`src/allm_pkg.sv`:
```
`default_nettype none

package allm_pkg;

  localparam int SLOTS  = 8;
  localparam int IDX_W  = $clog2(SLOTS);
  localparam int LINK_W = IDX_W + 1;
  localparam int STEP_W = $clog2(SLOTS + 1);
  localparam int KEY_W  = 32;
  localparam int SLOT_W = 3;

  localparam logic [LINK_W-1:0] LINK_NULL = {LINK_W{1'b1}};

  localparam logic CMD_INSERT = 1'b0;
  localparam logic CMD_DELETE = 1'b1;

  localparam logic [1:0] ST_DONE     = 2'd0;
  localparam logic [1:0] ST_NO_SPACE = 2'd1;
  localparam logic [1:0] ST_NOT_FND  = 2'd2;

  typedef struct packed {
    logic              cmd;
    logic signed [KEY_W-1:0] key_value;
  } req_t;

  typedef struct packed {
    logic [1:0]        status;
    logic [SLOT_W-1:0] slot_index;
  } rsp_t;

  typedef enum logic [2:0] {
    S_IDLE,
    S_INS_A,
    S_INS_B,
    S_WALK_RD,
    S_WALK_CMP,
    S_DEL_A,
    S_DEL_B,
    S_DONE
  } state_t;

  // controller to datapath
  typedef struct packed {
    logic load;
    logic ins_a;
    logic ins_b;
    logic walk_rd;
    logic walk_adv;
    logic del_a;
    logic del_b;
    logic res_ok;
    logic res_full;
    logic res_miss;
    logic out_load;
  } ctrl_t;

  // datapath to controller
  typedef struct packed {
    logic item_cmd;
    logic free_ok;
    logic cur_ok;
    logic key_hit;
    logic out_free;
  } stat_t;

  function automatic logic is_slot(input logic [LINK_W-1:0] l);
    return l < LINK_W'(SLOTS);
  endfunction

endpackage

`default_nettype wire

```
`src/array_linked_list_manager_unit.sv`:
```
// channel | signals                       | transaction
// --------+-------------------------------+------------------------------------------
// request | req_valid, req_ready, req     | cmd insert/delete plus key_value
// result  | rsp_valid, rsp_ready, rsp     | status plus slot_index, one per request
//
// one request is worked at a time; req_ready is high only while the controller idles
// insert: two link-update states (INS_A, INS_B), then the result hand-off in DONE; with no
//   slot free it goes straight to DONE; the next request is taken back in idle
// delete: a key memory read and a compare state per list entry visited, then two unlink
//   states on a hit; one read port per link array and the registered key read
// a result waiting on rsp_ready stalls only the next hand-off; rst rebuilds free chain
`default_nettype none

module array_linked_list_manager_unit (
  input  wire              clk,
  input  wire              rst,
  input  wire              req_valid,
  output logic             req_ready,
  input  allm_pkg::req_t   req,
  output logic             rsp_valid,
  input  wire              rsp_ready,
  output allm_pkg::rsp_t   rsp
);

  allm_pkg::ctrl_t ctrl;
  allm_pkg::stat_t stat;

  // sequencer for insert, walk and unlink
  allm_ctrl u_ctrl (
    .clk       (clk),
    .rst       (rst),
    .req_valid (req_valid),
    .req_ready (req_ready),
    .stat      (stat),
    .ctrl      (ctrl)
  );

  // slot arrays, heads, walk pointer and result registers
  allm_dp u_dp (
    .clk       (clk),
    .rst       (rst),
    .req       (req),
    .ctrl      (ctrl),
    .stat      (stat),
    .rsp_valid (rsp_valid),
    .rsp_ready (rsp_ready),
    .rsp       (rsp)
  );

  // one transaction in flight: no second acceptance right after one
  a_single_item: assert property (@(posedge clk) disable iff (rst)
    (req_valid && req_ready) |=> !req_ready)
    else $error("request accepted while busy");

  // a result never overwrites one still waiting
  a_no_overwrite: assert property (@(posedge clk) disable iff (rst)
    ctrl.out_load |-> (!rsp_valid || rsp_ready))
    else $error("result register overwritten");

  a_load_shows: assert property (@(posedge clk) disable iff (rst)
    ctrl.out_load |=> rsp_valid)
    else $error("loaded result not presented");

  // at most one outcome per cycle
  a_one_outcome: assert property (@(posedge clk) disable iff (rst)
    $onehot0({ctrl.res_ok, ctrl.res_full, ctrl.res_miss}))
    else $error("conflicting outcomes");

endmodule

`default_nettype wire

```
`src/allm_ctrl.sv`:
```
`default_nettype none

module allm_ctrl (
  input  wire              clk,
  input  wire              rst,
  input  wire              req_valid,
  output logic             req_ready,
  input  allm_pkg::stat_t  stat,
  output allm_pkg::ctrl_t  ctrl
);

  allm_pkg::state_t state;
  allm_pkg::state_t state_next;

  always_ff @(posedge clk) begin
    if (rst) begin
      state <= allm_pkg::S_IDLE;
    end else begin
      state <= state_next;
    end
  end

  // next state
  always_comb begin
    state_next = state;
    unique case (state)
      allm_pkg::S_IDLE: begin
        if (req_valid) begin
          if (stat.item_cmd == allm_pkg::CMD_INSERT) begin
            state_next = stat.free_ok ? allm_pkg::S_INS_A : allm_pkg::S_DONE;
          end else begin
            state_next = allm_pkg::S_WALK_RD;
          end
        end
      end
      allm_pkg::S_INS_A:    state_next = allm_pkg::S_INS_B;
      allm_pkg::S_INS_B:    state_next = allm_pkg::S_DONE;
      allm_pkg::S_WALK_RD: begin
        state_next = stat.cur_ok ? allm_pkg::S_WALK_CMP : allm_pkg::S_DONE;
      end
      allm_pkg::S_WALK_CMP: begin
        state_next = stat.key_hit ? allm_pkg::S_DEL_A : allm_pkg::S_WALK_RD;
      end
      allm_pkg::S_DEL_A:    state_next = allm_pkg::S_DEL_B;
      allm_pkg::S_DEL_B:    state_next = allm_pkg::S_DONE;
      allm_pkg::S_DONE: begin
        if (stat.out_free) begin
          state_next = allm_pkg::S_IDLE;
        end
      end
      default:              state_next = allm_pkg::S_IDLE;
    endcase
  end

  // outputs
  always_comb begin
    ctrl      = '0;
    req_ready = 1'b0;
    unique case (state)
      allm_pkg::S_IDLE: begin
        req_ready = 1'b1;
        if (req_valid) begin
          ctrl.load = 1'b1;
          if (stat.item_cmd == allm_pkg::CMD_INSERT && !stat.free_ok) begin
            ctrl.res_full = 1'b1;
          end
        end
      end
      allm_pkg::S_INS_A: ctrl.ins_a = 1'b1;
      allm_pkg::S_INS_B: begin
        ctrl.ins_b  = 1'b1;
        ctrl.res_ok = 1'b1;
      end
      allm_pkg::S_WALK_RD: begin
        if (stat.cur_ok) begin
          ctrl.walk_rd = 1'b1;
        end else begin
          ctrl.res_miss = 1'b1;
        end
      end
      allm_pkg::S_WALK_CMP: begin
        if (!stat.key_hit) begin
          ctrl.walk_adv = 1'b1;
        end
      end
      allm_pkg::S_DEL_A: ctrl.del_a = 1'b1;
      allm_pkg::S_DEL_B: begin
        ctrl.del_b  = 1'b1;
        ctrl.res_ok = 1'b1;
      end
      allm_pkg::S_DONE: ctrl.out_load = stat.out_free;
      default: ;
    endcase
  end

endmodule

`default_nettype wire

```
`src/allm_dp.sv`:
```
`default_nettype none

module allm_dp (
  input  wire              clk,
  input  wire              rst,
  input  allm_pkg::req_t   req,
  input  allm_pkg::ctrl_t  ctrl,
  output allm_pkg::stat_t  stat,
  output logic             rsp_valid,
  input  wire              rsp_ready,
  output allm_pkg::rsp_t   rsp
);

  logic [allm_pkg::LINK_W-1:0] next_links [allm_pkg::SLOTS];
  logic [allm_pkg::LINK_W-1:0] prev_links [allm_pkg::SLOTS];
  logic [allm_pkg::KEY_W-1:0]  slot_keys  [allm_pkg::SLOTS];

  logic [allm_pkg::LINK_W-1:0] free_head;
  logic [allm_pkg::LINK_W-1:0] list_head;
  logic [allm_pkg::LINK_W-1:0] cur;
  logic [allm_pkg::LINK_W-1:0] nxt;
  logic [allm_pkg::LINK_W-1:0] p_q;
  logic [allm_pkg::LINK_W-1:0] n_q;
  logic [allm_pkg::STEP_W-1:0] steps;
  logic [allm_pkg::KEY_W-1:0]  key_q;
  logic [allm_pkg::KEY_W-1:0]  key_rd;
  logic                        cmd_q;
  allm_pkg::rsp_t              res_q;

  logic [allm_pkg::IDX_W-1:0]  fh_idx;
  logic [allm_pkg::IDX_W-1:0]  lh_idx;
  logic [allm_pkg::IDX_W-1:0]  cur_idx;
  logic [allm_pkg::IDX_W-1:0]  p_idx;
  logic [allm_pkg::IDX_W-1:0]  n_idx;
  logic [allm_pkg::IDX_W-1:0]  nrd_addr;
  logic [allm_pkg::LINK_W-1:0] next_rd;
  logic [allm_pkg::LINK_W-1:0] prev_rd;

  assign fh_idx   = free_head[allm_pkg::IDX_W-1:0];
  assign lh_idx   = list_head[allm_pkg::IDX_W-1:0];
  assign cur_idx  = cur[allm_pkg::IDX_W-1:0];
  assign p_idx    = p_q[allm_pkg::IDX_W-1:0];
  assign n_idx    = n_q[allm_pkg::IDX_W-1:0];
  assign nrd_addr = ctrl.ins_a ? fh_idx : cur_idx;
  assign next_rd  = next_links[nrd_addr];
  assign prev_rd  = prev_links[cur_idx];

  // the accepted command is shown live in idle so the fsm can branch at once
  assign stat.item_cmd = ctrl.load ? req.cmd : cmd_q;
  assign stat.free_ok  = allm_pkg::is_slot(free_head);
  assign stat.cur_ok   = allm_pkg::is_slot(cur) && (steps < allm_pkg::STEP_W'(allm_pkg::SLOTS));
  assign stat.key_hit  = (key_rd == key_q);
  assign stat.out_free = !rsp_valid || rsp_ready;

  // link arrays and heads
  always_ff @(posedge clk) begin
    if (rst) begin
      for (int i = 0; i < allm_pkg::SLOTS; i++) begin
        next_links[i] <= (i + 1 < allm_pkg::SLOTS) ? allm_pkg::LINK_W'(i + 1)
                                                    : allm_pkg::LINK_NULL;
        prev_links[i] <= allm_pkg::LINK_NULL;
      end
      free_head <= '0;
      list_head <= allm_pkg::LINK_NULL;
    end else begin
      if (ctrl.ins_a) begin
        free_head          <= next_rd;
        next_links[fh_idx] <= list_head;
        prev_links[fh_idx] <= allm_pkg::LINK_NULL;
      end
      if (ctrl.ins_b) begin
        if (allm_pkg::is_slot(list_head)) begin
          prev_links[lh_idx] <= cur;
        end
        list_head <= cur;
      end
      if (ctrl.del_a) begin
        next_links[cur_idx] <= free_head;
        prev_links[cur_idx] <= allm_pkg::LINK_NULL;
        free_head           <= cur;
      end
      if (ctrl.del_b) begin
        if (allm_pkg::is_slot(p_q)) begin
          next_links[p_idx] <= n_q;
        end else begin
          list_head <= n_q;
        end
        if (allm_pkg::is_slot(n_q)) begin
          prev_links[n_idx] <= p_q;
        end
      end
    end
  end

  // key store, registered read
  always_ff @(posedge clk) begin
    if (ctrl.ins_a) begin
      slot_keys[fh_idx] <= key_q;
    end
  end

  always_ff @(posedge clk) begin
    if (ctrl.walk_rd) begin
      key_rd <= slot_keys[cur_idx];
    end
  end

  // working registers
  always_ff @(posedge clk) begin
    if (ctrl.load) begin
      key_q <= req.key_value;
      cmd_q <= req.cmd;
      cur   <= list_head;
      steps <= '0;
    end
    if (ctrl.ins_a) begin
      cur <= free_head;
    end
    if (ctrl.walk_rd) begin
      nxt <= next_rd;
    end
    if (ctrl.walk_adv) begin
      cur   <= nxt;
      steps <= steps + 1'b1;
    end
    if (ctrl.del_a) begin
      p_q <= prev_rd;
      n_q <= next_rd;
    end
    if (ctrl.res_ok) begin
      res_q.status     <= allm_pkg::ST_DONE;
      res_q.slot_index <= allm_pkg::SLOT_W'(cur_idx);
    end
    if (ctrl.res_full) begin
      res_q.status     <= allm_pkg::ST_NO_SPACE;
      res_q.slot_index <= '0;
    end
    if (ctrl.res_miss) begin
      res_q.status     <= allm_pkg::ST_NOT_FND;
      res_q.slot_index <= '0;
    end
  end

  // output register
  always_ff @(posedge clk) begin
    if (rst) begin
      rsp_valid <= 1'b0;
    end else if (ctrl.out_load) begin
      rsp_valid <= 1'b1;
    end else if (rsp_ready) begin
      rsp_valid <= 1'b0;
    end
  end

  always_ff @(posedge clk) begin
    if (ctrl.out_load) begin
      rsp <= res_q;
    end
  end

endmodule

`default_nettype wire

```
`config.mk`:
```
export PLATFORM = sky130hd
export DESIGN_NAME = array_linked_list_manager_unit
export DESIGN_NICKNAME = d
export VERILOG_FILES = /design/src/allm_pkg.sv /design/src/array_linked_list_manager_unit.sv /design/src/allm_ctrl.sv /design/src/allm_dp.sv
export SDC_FILE = /design/constraint.sdc
export NUM_CORES = 1
export LEC_CHECK = 0
export BUFFER_PORTS_ARGS = -buffer_cell sky130_fd_sc_hd__buf_2
export CAP_MARGIN = 20
export CORE_ASPECT_RATIO = 0.75
export CORE_MARGIN = 10
export CORE_UTILIZATION = 60
export DETAILED_ROUTE_END_ITERATION = 7
export PLACE_DENSITY = 0.88
export SYNTH_ARGS = -nofsm -noshare
export SYNTH_HDL_FRONTEND = slang
export SYNTH_HIERARCHICAL = 1
export SYNTH_SLANG_ARGS = --single-unit
```
`constraint.sdc`:
```
create_clock -name clk -period 10.6 [get_ports clk]
set_input_delay 0.53 -clock clk [delete_from_list [all_inputs] [get_ports clk]]
set_output_delay 0.53 -clock clk [all_outputs]
set_load 0.1 [all_outputs]
```
=== Yosys cells after proc, flatten, opt, wreduce, memory -nomap -nowiden ===
Memory sizes are Yosys's and may differ from the RTL's. A register that Yosys moved wholly into a read port is not among the register bits.
Cells that the tools add are included.
Widths: inputs -> output; s select.

* $add $sub $neg: 1
* Multiply operators: 0
* Divide/modulo/power cells: 0
* Order comparisons: 6
* Eq/ne operators: 10
* Shift-type cells: 0
* Muxes and demuxes: 83
* Bitwise gates (word level): 1
* Reductions and logical operators: 21

{| class="wikitable"
|+ Operator list
! cell !! count
|-
| $mux 4 || 17
|-
| $mux 1 || 49
|-
| $mux 3 || 13
|-
| $eq 32x32->1 || 1
|-
| $reduce_or 4->1 || 7
|-
| $lt 4x4->1 const B || 6
|-
| $pmux 3 s7 || 1
|-
| $eq 3x3->1 const B || 4
|-
| $mux 5 || 2
|-
| $reduce_bool 2->1 || 4
|-
| $eq 3x2->1 const B || 2
|-
| $add 4x1->4 const B || 1
|-
| $reduce_or 2->1 || 2
|-
| $eq 3x1->1 const B || 1
|-
| $logic_not 3->1 || 1
|-
| $reduce_bool 3->1 || 1
|-
| $logic_and 1x1->1 || 2
|-
| $logic_not 1->1 || 2
|-
| $mux 2 || 1
|-
| $ne 2x1->1 const B || 1
|-
| $ne 2x2->1 const B || 1
|-
| $reduce_and 2->1 || 1
|-
| $logic_or 1x1->1 || 1
|-
| $not 1->1 || 1
|}

* Register bits after elaboration: 71
* Latch bits: 0
* Memory bits (writable): 320
* Memory bits (read-only): 0
* Input bits: 37
* Logic and storage cells: 139
* Memories: 3

{| class="wikitable"
|+ Memory list
! name !! depth !! width !! rd ports !! clocked after Yosys merged registers in !! wr ports !! RTL line !! text
|-
| u_dp.slot_keys || 8 || 32 || 1 || 1 || 1 || allm_dp.sv:16 || <nowiki>logic [allm_pkg::KEY_W-1:0] slot_keys [allm_pkg::SLOTS];</nowiki>
|-
| u_dp.next_links || 8 || 4 || 1 || 0 || 8 || allm_dp.sv:14 || <nowiki>logic [allm_pkg::LINK_W-1:0] next_links [allm_pkg::SLOTS];</nowiki>
|-
| u_dp.prev_links || 8 || 4 || 1 || 1 || 8 || allm_dp.sv:15 || <nowiki>logic [allm_pkg::LINK_W-1:0] prev_links [allm_pkg::SLOTS];</nowiki>
|}

=== Longest topological paths before layout ===
* Depth after elaboration: 10
* Gate-level depth with buffers: 9
* Depth with buffers taken out: 7

=== Hierarchy ===
The synthesis kept the hierarchy.

{| class="wikitable"
|+ By module, submodules not included
! module !! times used !! cells an instance !! area each (µm²) !! seq. area each (µm²)
|-
| allm_dp || 1 || 1,189 || 17,835.9 || 12,582.1
|-
| allm_ctrl || 1 || 38 || 294.0 || 60.1
|}

=== Worst setup path before layout ===
Ideal clock, no wire load.

* Path kind: register -> register
* From: reg u_dp/cur[3] (netlist name)
* To: reg u_dp/key_rd[0] (netlist name), read port of u_dp.slot_keys, enable pin
* Setup time: 0.482 ns
* Arrival time: 3.458 ns
* Setup slack: 6.661 ns
* Stages on the path, launching flop included: 4
* Buffers on the path: 1
* Cell sequence: edfxtp_1 -> clkbuf_1 -> nor2_1 -> nor3b_1

{| class="wikitable"
|+ RTL lines
! item !! RTL line !! text
|-
| from (decl) || allm_dp.sv:20 || <nowiki>logic [allm_pkg::LINK_W-1:0] cur;</nowiki>
|-
| from (signal assigned) || allm_dp.sv:113 || <nowiki>cur <= list_head;</nowiki>
|-
| from (signal assigned) || allm_dp.sv:117 || <nowiki>cur <= free_head;</nowiki>
|-
| from (signal assigned) || allm_dp.sv:123 || <nowiki>cur <= nxt;</nowiki>
|-
| to (decl) || allm_dp.sv:26 || <nowiki>logic [allm_pkg::KEY_W-1:0] key_rd;</nowiki>
|}

==> metrics.cfg <==
[route]
postRouteWirelength_um=46500
first_pass_iters=8
route.detailed.drc=1
drt-vias-per-instance=7.00
wire_per_inst_um=27.4
drt.antenna.violating_nets=0
drtIter0Drc=2325
dr_total_vias=11900

[logic_synthesis]
post_synth_main_area_contributors=sky130_fd_sc_hd__edfxtp_1, sky130_fd_sc_hd__mux4_2, sky130_fd_sc_hd__nand2_1, sky130_fd_sc_hd__nor2_1, sky130_fd_sc_hd__dfxtp_1
compound_cell_area_share_of_the_yosys_netlist_pct=9.28
yosysUniqueCellTypes=70
main_combinational_cell_family_by_area_after_synthesis=simple AND/OR/NAND/NOR gates
synth_flop_cell=sky130_fd_sc_hd__edfxtp_1
ys.warnings.count=6
edff_count_synth=409
yosysTopAreaCellShare_pct=67.7
synth_seq_area_share_pct=69.7
post_synth_and_or_nand_nor_area_fraction_pct=9.96
syn_area_cell_um2=14.8
cell_taking_the_most_area_after_synthesis=sky130_fd_sc_hd__edfxtp_1
syn-instance-count=1227
post_synth_fa_ha_maj_area_fraction_pct=0.0690
synthXorXnorAreaFrac_pct=1.64
synth.cell_area_um2=18100
yosys_register_bits=427
synth_mux_area_share_pct=6.95
synth_fp_nets=1265
async_reset_ff_share_pct=0

[pwr]
p_leak_nw=6.38
ir_drop_mv=0.177
powerDensity_nw_per_um2=235
total_power_mw=4.70

[setup_path]
critical-path-max-stage-delay_ns=0.68
critPathMostFrequentCell=sky130_fd_sc_hd__buf_4
critPathBufInv=2
worst_ep_arrival_time_ns=3.55
type_of_destination_of_the_critical_path=register
max_stage_delay_cell_worst_path=sky130_fd_sc_hd__nor2_4
setup.worst_path.class=reg -> reg
worst_ep_required_time_ns=10.82
family_with_the_most_delay_on_the_worst_path=simple AND/OR/NAND/NOR gates
crit_path_cell_trace=nor3b_2 > buf_4 > nand2b_1 > nor2_4 > buf_4 > nor2_1 > nand4_1
critical_path.max_fanout=19
critical_path.startpoint_type=register

[layout]
post_route_cell_area_um2=20000
layout_overhead_on_the_synthesized_area_pct=10.4
layout_commonest_cell=sky130_fd_sc_hd__edfxtp_1
insertedDiodeCount=0
final_cell_mix=sky130_fd_sc_hd__edfxtp_1, sky130_fd_sc_hd__nand2_1, sky130_fd_sc_hd__nor2_1, sky130_fd_sc_hd__a21oi_1, sky130_fd_sc_hd__buf_2
final_cells=1696
fillerInstances=1914
final_nets=1304
layout.core_utilization_pct=66.7
drive_gt1_share_pct=16.9

[clocking]
cts_max_path_buffers=3
cts_hold_buf=0
clock_pin_slew_worst_setup_and_hold_paths_ns=0.06
cts_buffers=41
cts_tree=yes
clock_tree.htree_level_count=2
clkSinkCount=427
post_cts_setup_repair_bufs=0
cts-resized-gates=0
cts-root-buf=sky130_fd_sc_hd__clkbuf_16
clk_latency_ns=0.54

[worst_hold_path]
min_path_type=in -> reg

[place]
area_of_placed_instances_um2=18700
io_buffers=43
globalplace.congestion=0.990
dp_hpwl_um=26400
cells_after_dpl=1622

[floorplanning]
floorplan.core_area_um2=30000
floorplan.io_pins=44
die_w_um=221
std_cell_rows=55
initial_core_util_pct=60.4
die_y_um=171
fp.dieArea_um2=37600

[timing]
setup-tns-final_ns=0
worst-slew-pin-transition_ns=1.11
final_cycle_share_pct=31.5
period_needed_ns=3.34
worst_slew_margin_rel_pct=26.2
finalSetupViolCount=0
worst_clock_skew_ns=0.0137
rsz0062_at_grt=false
finalHoldViolCount=0
max_freq_mhz=300
pins_over_slew_limit=0

[global_route]
grt_overflow=0
grt_start_max_net_pins=50
first_global_vias=11600
global_route_wire_length_before_repair_um=69900
global_route.usage.total_pct=24.5
initial_antenna_violation_count=0

[run_status]
run_status=finished, violations left
failed_checks=DRC

[run]
maxCapViolCount=0

Yosys cell counts (all sizes together) (7+ instances only):
| cell type | number |
|---|---|
| mux2 | 27 |
| nor2 | 103 |
| edfxtp | 409 |
| and2 | 8 |
| nor2b | 22 |
| buf | 43 |
| a21oi | 48 |
| mux2i | 10 |
| o21ai | 21 |
| nand3 | 15 |
| clkbuf | 29 |
| nor3b | 9 |
| nand4 | 7 |
| o221ai | 10 |
| o22ai | 33 |
| nand2 | 119 |
| nor3 | 30 |
| dfxtp | 18 |
| o22a | 26 |
| a221oi | 36 |
| nor4 | 12 |
| mux4 | 38 |
| inv | 16 |
| nand2b | 15 |
| xor2 | 33 |
| a22oi | 23 |
worst register-to-register path: cells and delay by family, from the launching register on:
| kind | cells | cell delay, ns |
|---|---|---|
| AND/OR/NAND/NOR | 5 | 1.75 |
| buffers and inverters | 2 | 0.69 |
| flip-flops | 1 | 0.57 |
layout make-up:
| type | count | area, µm² | area share (%) |
|---|---|---|---|
| Tap cell | 399 | 499 | 2.49 |
| Sequential cell | 427 | 12600 | 63.2 |
| Timing Repair Buffer | 68 | 415 | 2.08 |
| Clock buffer | 52 | 1100 | 5.48 |
| Multi-Input combinational cell | 712 | 5120 | 25.6 |
| Inverter | 16 | 60.1 | 0.300 |
| Clock inverter | 22 | 183 | 0.913 |
report_power, final:
| group | internal [mW] | switching [mW] |
|---|---|---|
| clock | 0.787 | 0.619 |
| sequential | 2.05 | 0.135 |
| combinational | 0.388 | 0.722 |
| total | 3.22 | 1.48 |
per-stage QoR:
stage / setup slack (ns) / hold WS, ns
2_1_floorplan: 6.66 / 0.408
3_3_place_gp: 7.48 / 0.416
3_5_place_dp: 7.37 / 0.421
4_1_cts: 7.34 / 0.148
5_1_grt: 7.10 / 0.151
6_report: 7.26 / 0.162
cells by family after synthesis:
logic type | Yosys count
fa+ha+maj | 1
buf+inv | 88
xor+xnor | 34
compound gates | 235
mux | 75
simple gates | 367
flops | 427
path summary, 6_finish.rpt:
path	endpoint	from	slack, ns	depth (start not counted)
max	u_dp/prev_links[1][3]	u_ctrl/state[0]	7.26	7
min	u_dp/key_q[10]	req[10]	0.16	1
max reg2reg	u_dp/prev_links[1][3]	u_ctrl/state[0]	7.26	7
min reg2reg	u_dp/rsp[2]	u_dp/res_q[2]	0.44	0
registers in the layout, summed over array words and instances, names as in the netlist, 5 cells and up:
register and flops:
u_dp/key_q 32, u_dp/key_rd 32, u_dp/next_links 32, u_dp/prev_links 32
u_dp/res_q 5, u_dp/rsp 5, u_dp/slot_keys 256
routing by layer:
metal  GRT usage (%)  vias up  share of wire [%]
met3            5.66      178                 14
met4            9.44        2                3.9
li1                -     4868                  -
met5               0        -              0.047
met2            37.1     1095                 46
met1            33.9     5732                 36
Note: power is estimated with default switching activity, not from simulation.
